$ cat src/sv/gbsd_pkg.sv
// Shared constants, codes and record types of the gate bytecode stream decoder
`timescale 1ns / 1ps
`default_nettype none
package gbsd_pkg;

  localparam int BYTE_W  = 8;
  localparam int VALUE_W = 64;
  localparam int IDX_W   = 8;
  localparam int BCNT_W  = 3;

  // field lengths in bytes
  localparam int OPCODE_BYTES = 1;
  localparam int GATE_BYTES   = 1;
  localparam int PARAM_BYTES  = 8;
  localparam int QUBIT_BYTES  = 4;

  localparam logic [BCNT_W-1:0] OPC_LAST   = BCNT_W'(OPCODE_BYTES - 1);
  localparam logic [BCNT_W-1:0] GATE_LAST  = BCNT_W'(GATE_BYTES - 1);
  localparam logic [BCNT_W-1:0] PARAM_LAST = BCNT_W'(PARAM_BYTES - 1);
  localparam logic [BCNT_W-1:0] QUBIT_LAST = BCNT_W'(QUBIT_BYTES - 1);

  localparam logic [VALUE_W-1:0] MAX_OPCODE = VALUE_W'(2);

  localparam logic [BYTE_W-1:0] TYPE_NOP  = 8'd0;
  localparam logic [BYTE_W-1:0] TYPE_PRIM = 8'd1;
  localparam logic [BYTE_W-1:0] TYPE_GATE = 8'd2;

  localparam int FIFO_DEPTH = 4;
  localparam int FIFO_PTR_W = 2;

  typedef enum logic [2:0] {
    KIND_OPCODE = 3'd0,
    KIND_GATE   = 3'd1,
    KIND_PCOUNT = 3'd2,
    KIND_PARAM  = 3'd3,
    KIND_TCOUNT = 3'd4,
    KIND_QUBIT  = 3'd5,
    KIND_ERROR  = 3'd6
  } rec_kind_e;

  typedef enum logic [1:0] {
    ERR_NONE       = 2'd0,
    ERR_UNEXP_END  = 2'd1,
    ERR_BAD_OPCODE = 2'd2,
    ERR_BAD_TYPE   = 2'd3
  } err_code_e;

  typedef struct packed {
    rec_kind_e          kind;
    logic [VALUE_W-1:0] value;
    logic [IDX_W-1:0]   idx;
    err_code_e          err;
    logic               done;
  } rec_t;

  // one queue entry: record of the byte, plus a trailing unexpected-end error
  typedef struct packed {
    logic rec_vld;
    rec_t rec;
    logic end_err;
  } cmd_t;

endpackage
`default_nettype wire

$ cat src/sv/gbsd_if.sv
// Valid/ready channel interfaces for byte input and record output
`timescale 1ns / 1ps
`default_nettype none
interface gbsd_in_if;
  logic                        valid;
  logic                        ready;
  logic [gbsd_pkg::BYTE_W-1:0] byte_value;
  logic                        stream_last;

  modport source (output valid, output byte_value, output stream_last, input ready);
  modport sink   (input valid, input byte_value, input stream_last, output ready);
endinterface

interface gbsd_out_if;
  logic                         valid;
  logic                         ready;
  logic [2:0]                   record_kind;
  logic [gbsd_pkg::VALUE_W-1:0] field_value;
  logic [gbsd_pkg::IDX_W-1:0]   item_index;
  logic [1:0]                   error_code;
  logic                         instr_done;

  modport source (output valid, output record_kind, output field_value, output item_index,
                  output error_code, output instr_done, input ready);
  modport sink   (input valid, input record_kind, input field_value, input item_index,
                  input error_code, input instr_done, output ready);
endinterface
`default_nettype wire

$ cat src/sv/gbsd_fifo.sv
// Short command queue between the decode front and the record back end
`timescale 1ns / 1ps
`default_nettype none
module gbsd_fifo (
  input  wire logic           clk_i,
  input  wire logic           rst_ni,
  input  wire logic           push_i,
  input  gbsd_pkg::cmd_t      data_i,
  output logic                full_o,
  input  wire logic           pop_i,
  output logic                empty_o,
  output gbsd_pkg::cmd_t      data_o
);

  gbsd_pkg::cmd_t                  mem_q [gbsd_pkg::FIFO_DEPTH];
  logic [gbsd_pkg::FIFO_PTR_W-1:0] wr_ptr_q, rd_ptr_q;
  logic [gbsd_pkg::FIFO_PTR_W:0]   count_q;

  assign full_o  = (count_q == (gbsd_pkg::FIFO_PTR_W+1)'(gbsd_pkg::FIFO_DEPTH));
  assign empty_o = (count_q == '0);
  assign data_o  = mem_q[rd_ptr_q];

  always_ff @(posedge clk_i) begin
    if (push_i) begin
      mem_q[wr_ptr_q] <= data_i;
    end
  end

  always_ff @(posedge clk_i or negedge rst_ni) begin
    if (!rst_ni) begin
      wr_ptr_q <= '0;
      rd_ptr_q <= '0;
      count_q  <= '0;
    end else begin
      if (push_i) begin
        wr_ptr_q <= wr_ptr_q + 1'b1;
      end
      if (pop_i) begin
        rd_ptr_q <= rd_ptr_q + 1'b1;
      end
      case ({push_i, pop_i})
        2'b10:   count_q <= count_q + 1'b1;
        2'b01:   count_q <= count_q - 1'b1;
        default: count_q <= count_q;
      endcase
    end
  end

endmodule
`default_nettype wire

$ cat src/sv/gbsd_front.sv
// Decode front: takes stream bytes, assembles fields and queues records
`timescale 1ns / 1ps
`default_nettype none
module gbsd_front (
  input  wire logic      clk_i,
  input  wire logic      rst_ni,
  gbsd_in_if.sink        in_i,
  input  wire logic      full_i,
  output logic           push_o,
  output gbsd_pkg::cmd_t cmd_o
);

  typedef enum logic [2:0] {
    ST_IDLE,
    ST_OPC,
    ST_GATE,
    ST_PCNT,
    ST_PARAM,
    ST_TCNT,
    ST_QUBIT
  } phase_e;

  phase_e                       phase_q, phase_d;
  logic [gbsd_pkg::BCNT_W-1:0]  bcnt_q, bcnt_d;
  logic [gbsd_pkg::VALUE_W-1:0] acc_q, acc_d;
  logic [gbsd_pkg::IDX_W-1:0]   rem_q, rem_d;
  logic [gbsd_pkg::IDX_W-1:0]   pos_q, pos_d;
  logic                         std_q, std_d;
  logic                         disc_q, disc_d;

  logic                         accept;
  logic [gbsd_pkg::BYTE_W-1:0]  b;
  logic                         last;
  logic [gbsd_pkg::VALUE_W-1:0] ins;
  logic [gbsd_pkg::BCNT_W-1:0]  len_last;
  logic                         full;
  logic [gbsd_pkg::IDX_W-1:0]   rem_dec;
  logic                         early;
  gbsd_pkg::cmd_t               cmd;

  assign in_i.ready = !full_i;
  assign accept     = in_i.valid && in_i.ready;
  assign b          = in_i.byte_value;
  assign last       = in_i.stream_last;
  assign rem_dec    = rem_q - 1'b1;

  // little-endian byte insertion into the field being built
  always_comb begin
    ins = acc_q;
    ins[{bcnt_q, 3'b000} +: gbsd_pkg::BYTE_W] = b;
  end

  always_comb begin
    case (phase_q)
      ST_OPC:   len_last = gbsd_pkg::OPC_LAST;
      ST_GATE:  len_last = gbsd_pkg::GATE_LAST;
      ST_PARAM: len_last = gbsd_pkg::PARAM_LAST;
      ST_QUBIT: len_last = gbsd_pkg::QUBIT_LAST;
      default:  len_last = '0;
    endcase
  end

  assign full = (bcnt_q == len_last);

  always_comb begin
    phase_d = phase_q;
    bcnt_d  = bcnt_q;
    acc_d   = acc_q;
    rem_d   = rem_q;
    pos_d   = pos_q;
    std_d   = std_q;
    disc_d  = disc_q;
    early   = 1'b0;
    cmd     = '0;

    if (phase_q == ST_OPC || phase_q == ST_GATE || phase_q == ST_PARAM ||
        phase_q == ST_QUBIT) begin
      if (full) begin
        acc_d  = '0;
        bcnt_d = '0;
      end else begin
        acc_d  = ins;
        bcnt_d = bcnt_q + 1'b1;
      end
    end

    if (disc_q) begin
      early  = 1'b1;
      acc_d  = acc_q;
      bcnt_d = bcnt_q;
      if (last) begin
        disc_d = 1'b0;
      end
    end else begin
      case (phase_q)
        ST_IDLE: begin
          acc_d  = '0;
          bcnt_d = '0;
          rem_d  = '0;
          pos_d  = '0;
          if (b == gbsd_pkg::TYPE_PRIM) begin
            std_d   = 1'b0;
            phase_d = ST_OPC;
          end else if (b == gbsd_pkg::TYPE_GATE) begin
            std_d   = 1'b1;
            phase_d = ST_GATE;
          end else if (b != gbsd_pkg::TYPE_NOP) begin
            cmd.rec_vld  = 1'b1;
            cmd.rec.kind = gbsd_pkg::KIND_ERROR;
            cmd.rec.err  = gbsd_pkg::ERR_BAD_TYPE;
            cmd.rec.done = 1'b1;
            disc_d       = !last;
            early        = 1'b1;
          end
        end
        ST_OPC: begin
          if (full) begin
            if (ins > gbsd_pkg::MAX_OPCODE) begin
              cmd.rec_vld  = 1'b1;
              cmd.rec.kind = gbsd_pkg::KIND_ERROR;
              cmd.rec.err  = gbsd_pkg::ERR_BAD_OPCODE;
              cmd.rec.done = 1'b1;
              rem_d        = '0;
              pos_d        = '0;
              phase_d      = ST_IDLE;
              disc_d       = !last;
              early        = 1'b1;
            end else begin
              cmd.rec_vld   = 1'b1;
              cmd.rec.kind  = gbsd_pkg::KIND_OPCODE;
              cmd.rec.value = ins;
              phase_d       = ST_PCNT;
            end
          end
        end
        ST_GATE: begin
          if (full) begin
            cmd.rec_vld   = 1'b1;
            cmd.rec.kind  = gbsd_pkg::KIND_GATE;
            cmd.rec.value = ins;
            phase_d       = ST_PCNT;
          end
        end
        ST_PCNT: begin
          rem_d         = b;
          pos_d         = '0;
          cmd.rec_vld   = 1'b1;
          cmd.rec.kind  = gbsd_pkg::KIND_PCOUNT;
          cmd.rec.value = gbsd_pkg::VALUE_W'(b);
          cmd.rec.done  = (b == '0) && !std_q;
          if (b != '0) begin
            phase_d = ST_PARAM;
          end else begin
            phase_d = std_q ? ST_TCNT : ST_IDLE;
          end
        end
        ST_PARAM: begin
          if (full) begin
            rem_d         = rem_dec;
            pos_d         = pos_q + 1'b1;
            cmd.rec_vld   = 1'b1;
            cmd.rec.kind  = gbsd_pkg::KIND_PARAM;
            cmd.rec.value = ins;
            cmd.rec.idx   = pos_q;
            cmd.rec.done  = (rem_dec == '0) && !std_q;
            if (rem_dec == '0) begin
              phase_d = std_q ? ST_TCNT : ST_IDLE;
            end
          end
        end
        ST_TCNT: begin
          rem_d         = b;
          pos_d         = '0;
          cmd.rec_vld   = 1'b1;
          cmd.rec.kind  = gbsd_pkg::KIND_TCOUNT;
          cmd.rec.value = gbsd_pkg::VALUE_W'(b);
          cmd.rec.done  = (b == '0);
          phase_d       = (b == '0) ? ST_IDLE : ST_QUBIT;
        end
        ST_QUBIT: begin
          if (full) begin
            rem_d         = rem_dec;
            pos_d         = pos_q + 1'b1;
            cmd.rec_vld   = 1'b1;
            cmd.rec.kind  = gbsd_pkg::KIND_QUBIT;
            cmd.rec.value = ins;
            cmd.rec.idx   = pos_q;
            cmd.rec.done  = (rem_dec == '0);
            if (rem_dec == '0) begin
              phase_d = ST_IDLE;
            end
          end
        end
        default: begin
          acc_d   = '0;
          bcnt_d  = '0;
          rem_d   = '0;
          pos_d   = '0;
          phase_d = ST_IDLE;
        end
      endcase
    end

    // stream ended inside an instruction
    if (!early && last && phase_d != ST_IDLE) begin
      cmd.end_err = 1'b1;
      acc_d       = '0;
      bcnt_d      = '0;
      rem_d       = '0;
      pos_d       = '0;
      phase_d     = ST_IDLE;
    end
  end

  assign push_o = accept && (cmd.rec_vld || cmd.end_err);
  assign cmd_o  = cmd;

  always_ff @(posedge clk_i or negedge rst_ni) begin
    if (!rst_ni) begin
      phase_q <= ST_IDLE;
      bcnt_q  <= '0;
      acc_q   <= '0;
      rem_q   <= '0;
      pos_q   <= '0;
      std_q   <= 1'b0;
      disc_q  <= 1'b0;
    end else if (accept) begin
      phase_q <= phase_d;
      bcnt_q  <= bcnt_d;
      acc_q   <= acc_d;
      rem_q   <= rem_d;
      pos_q   <= pos_d;
      std_q   <= std_d;
      disc_q  <= disc_d;
    end
  end

endmodule
`default_nettype wire

$ cat src/sv/gbsd_back.sv
// Record back end: expands queued commands into output beats via a register
`timescale 1ns / 1ps
`default_nettype none
module gbsd_back (
  input  wire logic      clk_i,
  input  wire logic      rst_ni,
  input  gbsd_pkg::cmd_t cmd_i,
  input  wire logic      empty_i,
  output logic           pop_o,
  gbsd_out_if.source     out_o
);

  logic           out_vld_q, out_vld_d;
  logic           second_q, second_d;
  gbsd_pkg::rec_t rec_q, rec_d;
  gbsd_pkg::rec_t end_rec;
  logic           load;
  logic           use_err;

  always_comb begin
    end_rec      = '0;
    end_rec.kind = gbsd_pkg::KIND_ERROR;
    end_rec.err  = gbsd_pkg::ERR_UNEXP_END;
    end_rec.done = 1'b1;
  end

  assign load    = !empty_i && (!out_vld_q || out_o.ready);
  assign use_err = second_q || !cmd_i.rec_vld;

  always_comb begin
    pop_o     = 1'b0;
    second_d  = second_q;
    rec_d     = rec_q;
    out_vld_d = out_vld_q && !out_o.ready;
    if (load) begin
      out_vld_d = 1'b1;
      if (use_err) begin
        rec_d    = end_rec;
        pop_o    = 1'b1;
        second_d = 1'b0;
      end else begin
        rec_d    = cmd_i.rec;
        pop_o    = !cmd_i.end_err;
        second_d = cmd_i.end_err;
      end
    end
  end

  always_ff @(posedge clk_i or negedge rst_ni) begin
    if (!rst_ni) begin
      out_vld_q <= 1'b0;
      second_q  <= 1'b0;
    end else begin
      out_vld_q <= out_vld_d;
      second_q  <= second_d;
    end
  end

  always_ff @(posedge clk_i) begin
    rec_q <= rec_d;
  end

  assign out_o.valid       = out_vld_q;
  assign out_o.record_kind = rec_q.kind;
  assign out_o.field_value = rec_q.value;
  assign out_o.item_index  = rec_q.idx;
  assign out_o.error_code  = rec_q.err;
  assign out_o.instr_done  = rec_q.done;

endmodule
`default_nettype wire

$ cat src/sv/gate_bytecode_stream_decoder.sv
// A record of an accepted byte passes through the command queue and then the output register.
// Throughput: one byte per cycle while the queue has room; state updates per byte taken.
// A last byte mid-instruction yields its record, if any, then an unexpected-end error.
// A 4-entry command queue parts the decode front from the output register.
// Reset (rst_ni low, asynchronous): decoder idle awaiting a type byte, queue empty.
`timescale 1ns / 1ps
`default_nettype none
module gate_bytecode_stream_decoder (
  input  wire logic  clk_i,
  input  wire logic  rst_ni,
  gbsd_in_if.sink    in_i,
  gbsd_out_if.source out_o
);

  gbsd_pkg::cmd_t push_cmd;
  gbsd_pkg::cmd_t head_cmd;
  logic           push;
  logic           pop;
  logic           full;
  logic           empty;

  gbsd_front u_front (
    .clk_i  (clk_i),
    .rst_ni (rst_ni),
    .in_i   (in_i),
    .full_i (full),
    .push_o (push),
    .cmd_o  (push_cmd)
  );

  gbsd_fifo u_fifo (
    .clk_i   (clk_i),
    .rst_ni  (rst_ni),
    .push_i  (push),
    .data_i  (push_cmd),
    .full_o  (full),
    .pop_i   (pop),
    .empty_o (empty),
    .data_o  (head_cmd)
  );

  gbsd_back u_back (
    .clk_i   (clk_i),
    .rst_ni  (rst_ni),
    .cmd_i   (head_cmd),
    .empty_i (empty),
    .pop_o   (pop),
    .out_o   (out_o)
  );

endmodule
`default_nettype wire

$ cat src/flat_wrapper.sv
// flat-port wrapper written by rule: the top's interface ports become plain ports
module gate_bytecode_stream_decoder_flat 
  (clk_i, rst_ni, in_i_valid, in_i_byte_value, in_i_stream_last, in_i_ready, out_o_valid, out_o_record_kind, out_o_field_value, out_o_item_index, out_o_error_code, out_o_instr_done, out_o_ready);
  gbsd_in_if in_i_i ();
  gbsd_out_if out_o_i ();
  input  wire logic clk_i;
  input  wire logic rst_ni;
  input wire logic [$bits(in_i_i.valid)-1:0] in_i_valid;
  input wire logic [$bits(in_i_i.byte_value)-1:0] in_i_byte_value;
  input wire logic [$bits(in_i_i.stream_last)-1:0] in_i_stream_last;
  output wire logic [$bits(in_i_i.ready)-1:0] in_i_ready;
  output wire logic [$bits(out_o_i.valid)-1:0] out_o_valid;
  output wire logic [$bits(out_o_i.record_kind)-1:0] out_o_record_kind;
  output wire logic [$bits(out_o_i.field_value)-1:0] out_o_field_value;
  output wire logic [$bits(out_o_i.item_index)-1:0] out_o_item_index;
  output wire logic [$bits(out_o_i.error_code)-1:0] out_o_error_code;
  output wire logic [$bits(out_o_i.instr_done)-1:0] out_o_instr_done;
  input wire logic [$bits(out_o_i.ready)-1:0] out_o_ready;
  assign in_i_i.valid = in_i_valid;
  assign in_i_i.byte_value = in_i_byte_value;
  assign in_i_i.stream_last = in_i_stream_last;
  assign in_i_ready = in_i_i.ready;
  assign out_o_valid = out_o_i.valid;
  assign out_o_record_kind = out_o_i.record_kind;
  assign out_o_field_value = out_o_i.field_value;
  assign out_o_item_index = out_o_i.item_index;
  assign out_o_error_code = out_o_i.error_code;
  assign out_o_instr_done = out_o_i.instr_done;
  assign out_o_i.ready = out_o_ready;
  gate_bytecode_stream_decoder u_core (.clk_i(clk_i), .rst_ni(rst_ni), .in_i(in_i_i), .out_o(out_o_i));
endmodule
$ cat config.mk
export PLATFORM = sky130hd
export DESIGN_NAME = gate_bytecode_stream_decoder_flat
export DESIGN_NICKNAME = d
export VERILOG_FILES = /design/src/sv/gbsd_pkg.sv /design/src/sv/gbsd_if.sv /design/src/sv/gbsd_fifo.sv /design/src/sv/gbsd_front.sv /design/src/sv/gbsd_back.sv /design/src/sv/gate_bytecode_stream_decoder.sv /design/src/flat_wrapper.sv
export SDC_FILE = /design/constraint.sdc
export NUM_CORES = 1
export LEC_CHECK = 0
export BUFFER_PORTS_ARGS = -buffer_cell sky130_fd_sc_hd__buf_4
export CELL_PAD_IN_SITES_DETAIL_PLACEMENT = 0
export CELL_PAD_IN_SITES_GLOBAL_PLACEMENT = 1
export CORE_MARGIN = 10
export CORE_UTILIZATION = 56
export CTS_CLUSTER_SIZE = 25
export DETAILED_ROUTE_END_ITERATION = 12
export PLACE_DENSITY_LB_ADDON = 0.08
export SETUP_SLACK_MARGIN = 0.15
export SLEW_MARGIN = 15
export SYNTH_ARGS = -nofsm -noshare
export SYNTH_HDL_FRONTEND = slang
export SYNTH_SLANG_ARGS = --single-unit
$ cat constraint.sdc
create_clock -name clk_i -period 19.3 [get_ports clk_i]
set_clock_uncertainty 0.15 [all_clocks]
set_input_delay 3.86 -clock clk_i [delete_from_list [all_inputs] [get_ports clk_i]]
set_output_delay 3.86 -clock clk_i [all_outputs]
set_load 0.03 [all_outputs]
; ---- Word level (Yosys, flattened, before mapping)
; Memory sizes are Yosys's and may differ from the RTL's.
; Cells that the tools add are included.
[totals]
mem_bits_rw = 320
output_inout_bits = 80
regBits = 175
in_bits = 13
n_memories = 1
[op_classes]
bitwise = 1
n_addsub = 8
magnitude_cmp = 1
n_eq_ne = 18
reduce_logical = 37
n_mux = 84
shifts = 2
[memory_table]
columns = name, words, word_bits, read_ports, rd_clocked_by_memory_dff, write_ports, line
row1 = u_core.u_fifo.mem_q, 4, 80, 1, 0, 1, gbsd_fifo.sv:15  ; gbsd_pkg::cmd_t mem_q [gbsd_pkg::FIFO_DEPTH];
[ops]
columns = operator, count
row1 = two-way mux 64 bit, 6
row2 = case mux 64 bit (5 select lines), 1
row3 = two-way mux 76 bit, 2
row4 = two-way mux 68 bit, 2
row5 = two-way mux 79 bit, 1
row6 = two-way mux 3 bit, 24
row7 = bitwise mux 64 bit, 1
row8 = "greater-than comparator 64 x 2 -> 1 bit, second input constant", 1
row9 = two-way mux 8 bit, 8
row10 = "variable shift 8 x 8 -> 64 bit, first input constant", 1
row11 = indexed part select 8 x 8 -> 64 bit, 1
row12 = case mux 8 bit (4 select lines), 1
row13 = case mux 4 bit (7 select lines), 1
row14 = two-way mux 1 bit, 24
row15 = case mux 8 bit (3 select lines), 1
row16 = case mux 3 bit (7 select lines), 1
row17 = zero test 8 bit, 2
row18 = case mux 8 bit (2 select lines), 1
row19 = "equality test 3 bit, second input constant", 4
row20 = two-way mux 4 bit, 3
row21 = case mux 3 bit (2 select lines), 2
row22 = zero test 1 bit, 9
row23 = "!= test 3 x 1 -> 1 bit, second input constant", 3
row24 = "adder 8 x 1 -> 8 bit, second input constant", 1
row25 = other kinds (30), 50

; ---- Depth between registers and ports, before layout
[depth]
ltp_word = 16
ltp_mapped = 20
mapped_depth_nobuf = 17

; ---- By module
; A second synthesis with hierarchy kept.
[hier_totals]
cells_unflattened = 1431
hier_area_um2 = 21338.0
[by_module_without_submodules]
columns = module, seq_area_each_um2, cells_per_inst, n_inst, area_each_um2
row1 = gbsd_fifo, 9784.4, 454, 1, 12026.5
row2 = gbsd_front, 2202.1, 803, 1, 6323.6
row3 = gbsd_back, 2392.3, 174, 1, 2987.9

; ---- Least setup slack after synthesis
; No wires, ideal clock.
[synth_timing]
path_kind = input to register
start = in out_o_ready
end = reg u_core.u_fifo.count_q[2] (netlist name)
arrival_ns = 9.351
setup_time_ns = 0.079
path_buffers = 0
path_slack_ns = 9.720
path_stages = 9
required_ns = 19.071
path_cell_list = inv_1 > a21oi_1 > a21boi_0 > ha_1 > inv_1 > fa_1 > xor2_1 > nor2_1 > xor2_1
[synth_between]
elab_chain_cells = 5
[synth_lines]
columns = element, line
row1 = from (decl), flat_wrapper.sv:18  ; input wire logic [$bits(out_o_i.ready)-1:0] out_o_ready;
row2 = logical OR 1 bit (*), gbsd_back.sv:27  ; assign load = !empty_i && (!out_vld_q || out_o.ready);
row3 = logical AND 1 bit (*), gbsd_back.sv:27
row4 = net u_core.u_back.load, gbsd_back.sv:17  ; logic load;
row5 = two-way mux 1 bit (*), gbsd_back.sv:35  ; if (load) begin
row6 = net u_core.pop, gate_bytecode_stream_decoder.sv:18  ; logic pop;
row7 = equality test 2 x 1 -> 1 bit or equality test 2 bit (tied branches), gbsd_fifo.sv:41  ; case ({push_i, pop_i})
row8 = case mux 3 bit (2 select lines) or nonzero test 2 bit (tied branches), -
row9 = to (signal assigned), gbsd_fifo.sv:42  ; 2'b10: count_q <= count_q + 1'b1;
row10 = to (signal assigned), gbsd_fifo.sv:43  ; 2'b01: count_q <= count_q - 1'b1;
row11 = to (signal assigned), gbsd_fifo.sv:44  ; default: count_q <= count_q;
row12 = to (decl), gbsd_fifo.sv:17  ; logic [gbsd_pkg::FIFO_PTR_W:0] count_q;
; Mark *: on every way through the listed nets, which the timed path passes. The rest lies on a longest branch.
; A chain may end at the register's enable or synchronous reset.

; ---- Final worst setup path
[layout_timing]
start = in in_i_byte_value[1]
end = mem u_core.u_fifo.mem_q[3][23] (netlist name) (enable)
[layout_between]
elab_chain_cells = 15
[layout_lines]
columns = element, line
row1 = from (decl), flat_wrapper.sv:9  ; input wire logic [$bits(in_i_i.byte_value)-1:0] in_i_byte_value;
row2 = branches (longest 11 deep; another with greater-than comparator 64 x 2 -> 1 bit), -
row3 = logical OR 1 bit (*), gbsd_front.sv:215  ; assign push_o = accept && (cmd.rec_vld || cmd.end_err);
row4 = logical AND 1 bit (*), gbsd_front.sv:215
row5 = two-way mux 1 bit (*), gbsd_fifo.sv:24  ; if (push_i) begin
row6 = two-way mux 1 bit (implied by the code) (*), gbsd_fifo.sv:25  ; mem_q[wr_ptr_q] <= data_i;
row7 = to (decl), gbsd_fifo.sv:15
; Mark *: on every way between the ends.

==> key figures <==
Status
  – Outcome: finished, final reports clean

Power
  – PwrDens: 160 mW/mm^2
  – Sw frac: 34.1%
  – LEAKAGE: 8.32 nW
  – Sequential power share: 41.9%
  – Int Pwr: 0.00249 W
  – Worst IR Drop VDD: 0.000149 V
  – Net Sw Power: 0.00129 W
  – Clock share of power: 25.6%
  – Combinational Power Share: 32.5%

Clock network
  – Setup bufs post-CTS: 0
  – H-tree levels: 2
  – CTS sink cnt: 495
  – Clock latency on the worst-skew pair: 0.59 ns
  – CTS tree: yes
  – # hold bufs at CTS: 0
  – Reg clk slew, reported paths: 0.06 ns
  – CTS root buf: clkbuf_16
  – TritonCTS Buffers: 49
  – Post-CTS Resized: 0
  – Clk buf depth: 3

Logic synthesis
  – Mapped Area: 0.0208 mm^2
  – Mux contribution to synthesized area: 9.26%
  – Synth Area in Compound Gates: 8.20%
  – Cells after Synth: 1369
  – Simple-gate share of the synthesized area: 10.1%
  – EDFF count, synth: 398
  – Seq cells post-synth: 495
  – Synth area leaders: edfxtp_1 (57%), dfrtp_1 (12%), mux4_2 (8.7%)
  – Adder-Cell Fraction of Synth Area: 0.818%
  – Most frequent cell after synthesis: edfxtp_1
  – Async SR Flop Fraction: 19.6%
  – Avg Inst Size Synth: 15.2 um^2
  – Largest family of logic cells by synthesized area: simple AND/OR/NAND/NOR gates
  – Xor/xnor cell area share of the yosys netlist: 0.421%
  – Post-synth top area share: 57.4%
  – Sequential share of the synthesized area: 69.1%
  – Top FF cell, synth: edfxtp_1
  – Count of cell types in the netlist: 76
  – Yosys Warn Count: 0
  – Largest area contributor in the netlist: edfxtp_1
  – Top post-synthesis cells by count: edfxtp_1 (398), nand2_1 (150), dfrtp_1 (97), a21oi_1 (83), nor2b_1 (81)
  – Post-synth net total: 1395

Timing
  – Final Max Tran Viols: 0
  – Endpoints failing setup: 0
  – Max-slew headroom at the worst pin: 36.0%
  – Worst-Margin Slew: 0.956 ns
  – Hold slack: 0.338 ns
  – Final period util: 41.1%
  – Setup TNS: 0 ns
  – Maximum clock rate: 0.126 GHz
  – Fin. Hold Viols: 0
  – RSZ-0062 raised after global routing: false
  – Minimum clock period: 7.93 ns
  – Final worst slack: 11.37 ns

GRT
  – Tot GR Track Use: 20.3%
  – Largest net degree at the start of global routing: 79
  – Vias in the first global route: 12200
  – Antenna violations before repair: 0
  – Grt total ovfl: 0
  – First-pass GRT wire length: 71400 um

Route
  – Post-route ant nets: 0
  – Wirelength per Cell: 23.0 um
  – DRT iter0 DRCs: 932
  – DRC errors left: 0
  – Total number of vias: 11900
  – TritonRoute pass-1 iters: 5
  – Routed WL: 45000 um
  – Vias/cell: 6.12

Setup path
  – Critical path class: in -> reg
  – R2R Path End: u_core.u_fifo.mem_q[3][23]
  – Worst reg2reg path depth: 13
  – R2r startpoint: u_core.u_front.bcnt_q[0]
  – Worst Setup End Kind: register
  – Reg-to-reg slack, setup: 12.82 ns
  – Crit start category: primary input
  – Critical path fanouts, max: 42
  – CP required: 19.35 ns
  – Crit path from: in_i_byte_value[1]
  – Arrival time worst endpoint: 7.99 ns

Job
  – Max Cap Viol: 0

Final layout
  – Layout Area Growth over Synthesis: 13.2%
  – Layout cells sized above 1: 20.8%
  – Final net count: 1471
  – ANT cells: 0
  – Post-layout util: 64.3%
  – Post-Layout Cell Count: 1953

Die
  – Core Area: 0.0366 mm^2
  – Die height: 213 um
  – Std-Cell Rows: 70
  – Die width: 213 um
  – Starting density of the core: 56.8%
  – I/O pin count: 93
  – DIE AREA: 0.0453 mm^2

Place
  – GPL Wtd Cong: 0.900
  – Placed cell count: 1862
  – IO buf count: 92
  – Dpl ws: 10.82 ns
  – Dpl hpwl: 27300 um

Hold path
  – Hold Startpoint: u_core.u_front.acc_q[56]
  – Tightest Hold Check Type: reg -> reg
  – Hold Crit Depth: 1
  – Hold worst-path end: u_core.u_front.acc_q[56]
-- placed cells by master, fill, tap and decap left out, types with 7 or more instances in the layout --
| cell | instances |
|---|---|
| a22oi_1 | 11 |
| edfxtp_1 | 398 |
| buf_4 | 108 |
| dfrtp_1 | 95 |
| o21ai_2 | 8 |
| inv_1 | 25 |
| a22o_1 | 66 |
| nand2_1 | 150 |
| clkbuf_1 | 11 |
| nor2b_1 | 81 |
| a21oi_1 | 81 |
| a32o_1 | 7 |
| ha_1 | 12 |
| o21ai_0 | 20 |
| nor3_1 | 25 |
| nor3_2 | 7 |
| a31oi_1 | 7 |
| mux4_2 | 80 |
| or4_1 | 8 |
| nand3_1 | 19 |
| nor4_1 | 14 |
| mux2i_1 | 8 |
| and2_1 | 10 |
| nor2_1 | 43 |
| clkinv_2 | 11 |
| clkbuf_16 | 51 |
-- sequential cells by signal, indices dropped and copies added, names as in the netlist --
register                         flops
u_core.u_back.out_o.instr_done       1
u_core.u_front.phase_q               3
u_core.u_back.out_o.valid            1
u_core.u_front.bcnt_q                3
u_core.u_back.out_o.error_code       2
u_core.u_front.pos_q                 8
u_core.u_fifo.rd_ptr_q               2
u_core.u_fifo.count_q                3
u_core.u_front.std_q                 1
u_core.u_back.out_o.record_kind      3
u_core.u_back.out_o.field_value     64
u_core.u_back.out_o.item_index       8
u_core.u_back.second_q               1
u_core.u_front.acc_q                64
u_core.u_front.rem_q                 8
u_core.u_fifo.wr_ptr_q               2
u_core.u_fifo.mem_q                320
u_core.u_front.disc_q                1
-- power by group through the flow --
stage | Sequential (W) | Combinational [W] | Clock [W]
finish | 0.00158 | 0.00123 | 0.000965
detailed placement | 0.00160 | 0.00125 | 0
floorplan | 0.00171 | 0.000742 | 0
global route | 0.00161 | 0.00133 | 0.00103
CTS | 0.00158 | 0.00125 | 0.000987
global placement | 0.00159 | 0.00124 | 0
-- worst max-delay path by stage --
| stage | to | slack (ns) | depth (start not counted) |
|---|---|---|---|
| global placement | u_core.u_fifo.mem_q[3][28] | 10.88 | 11 |
| finish | u_core.u_fifo.mem_q[3][23] | 11.37 | 11 |
| CTS | u_core.u_fifo.mem_q[3][28] | 11.43 | 11 |
| global route | u_core.u_fifo.mem_q[1][26] | 11.08 | 11 |
| detailed placement | u_core.u_fifo.mem_q[3][28] | 10.82 | 11 |
| floorplan | u_core.u_fifo.count_q[2] | 9.72 | 9 |
-- per-layer routing --
metal  global-route usage [%]  vias up  part of all wire, %
met5                        0        -                    0
met1                     28.2     6118                   45
li1                         -     5446                    -
met2                     32.6      309                   48
met4                     5.66        0                  2.0
met3                     3.42       71                  4.9
-- final cells by class --
| class | instances | area [um^2] |
|---|---|---|
| Sequential cell | 495 | 14400 |
| Fill cell | 2704 | 13100 |
| Clock inverter | 27 | 293 |
| Tap cell | 468 | 586 |
| Multi-Input combinational cell | 765 | 6030 |
| Inverter | 26 | 97.6 |
| Timing Repair Buffer | 108 | 811 |
| Clock buffer | 64 | 1350 |
-- worst max-delay path: stages --
cell and delay [ns]:
buf_4 0.23, nor2_1 0.28, a22oi_1 0.10, a2111oi_0 0.50
nand4_1 0.28, nor4_2 0.47, o21ai_2 0.09, buf_4 0.23
a21oi_1 0.58, and2_4 0.64, buf_4 0.65
-- logic make-up after synthesis --
group | Yosys count
muxes | 92
buffers and inverters | 109
AOI/OAI and AO/OA | 245
adders and majority gates | 13
xor gates and xnor gates | 10
DFF | 495
and+or+nand+nor | 405
-- through the flow --
step | total power (W) | instance area, um^2
2_1_floorplan | 0.00246 | 20800
3_3_place_gp | 0.00283 | 21900
3_5_place_dp | 0.00285 | 21900
4_1_cts | 0.00382 | 23500
5_1_grt | 0.00397 | 23600
6_report | 0.00377 | 23600
Power figures use the tool's default switching activity.
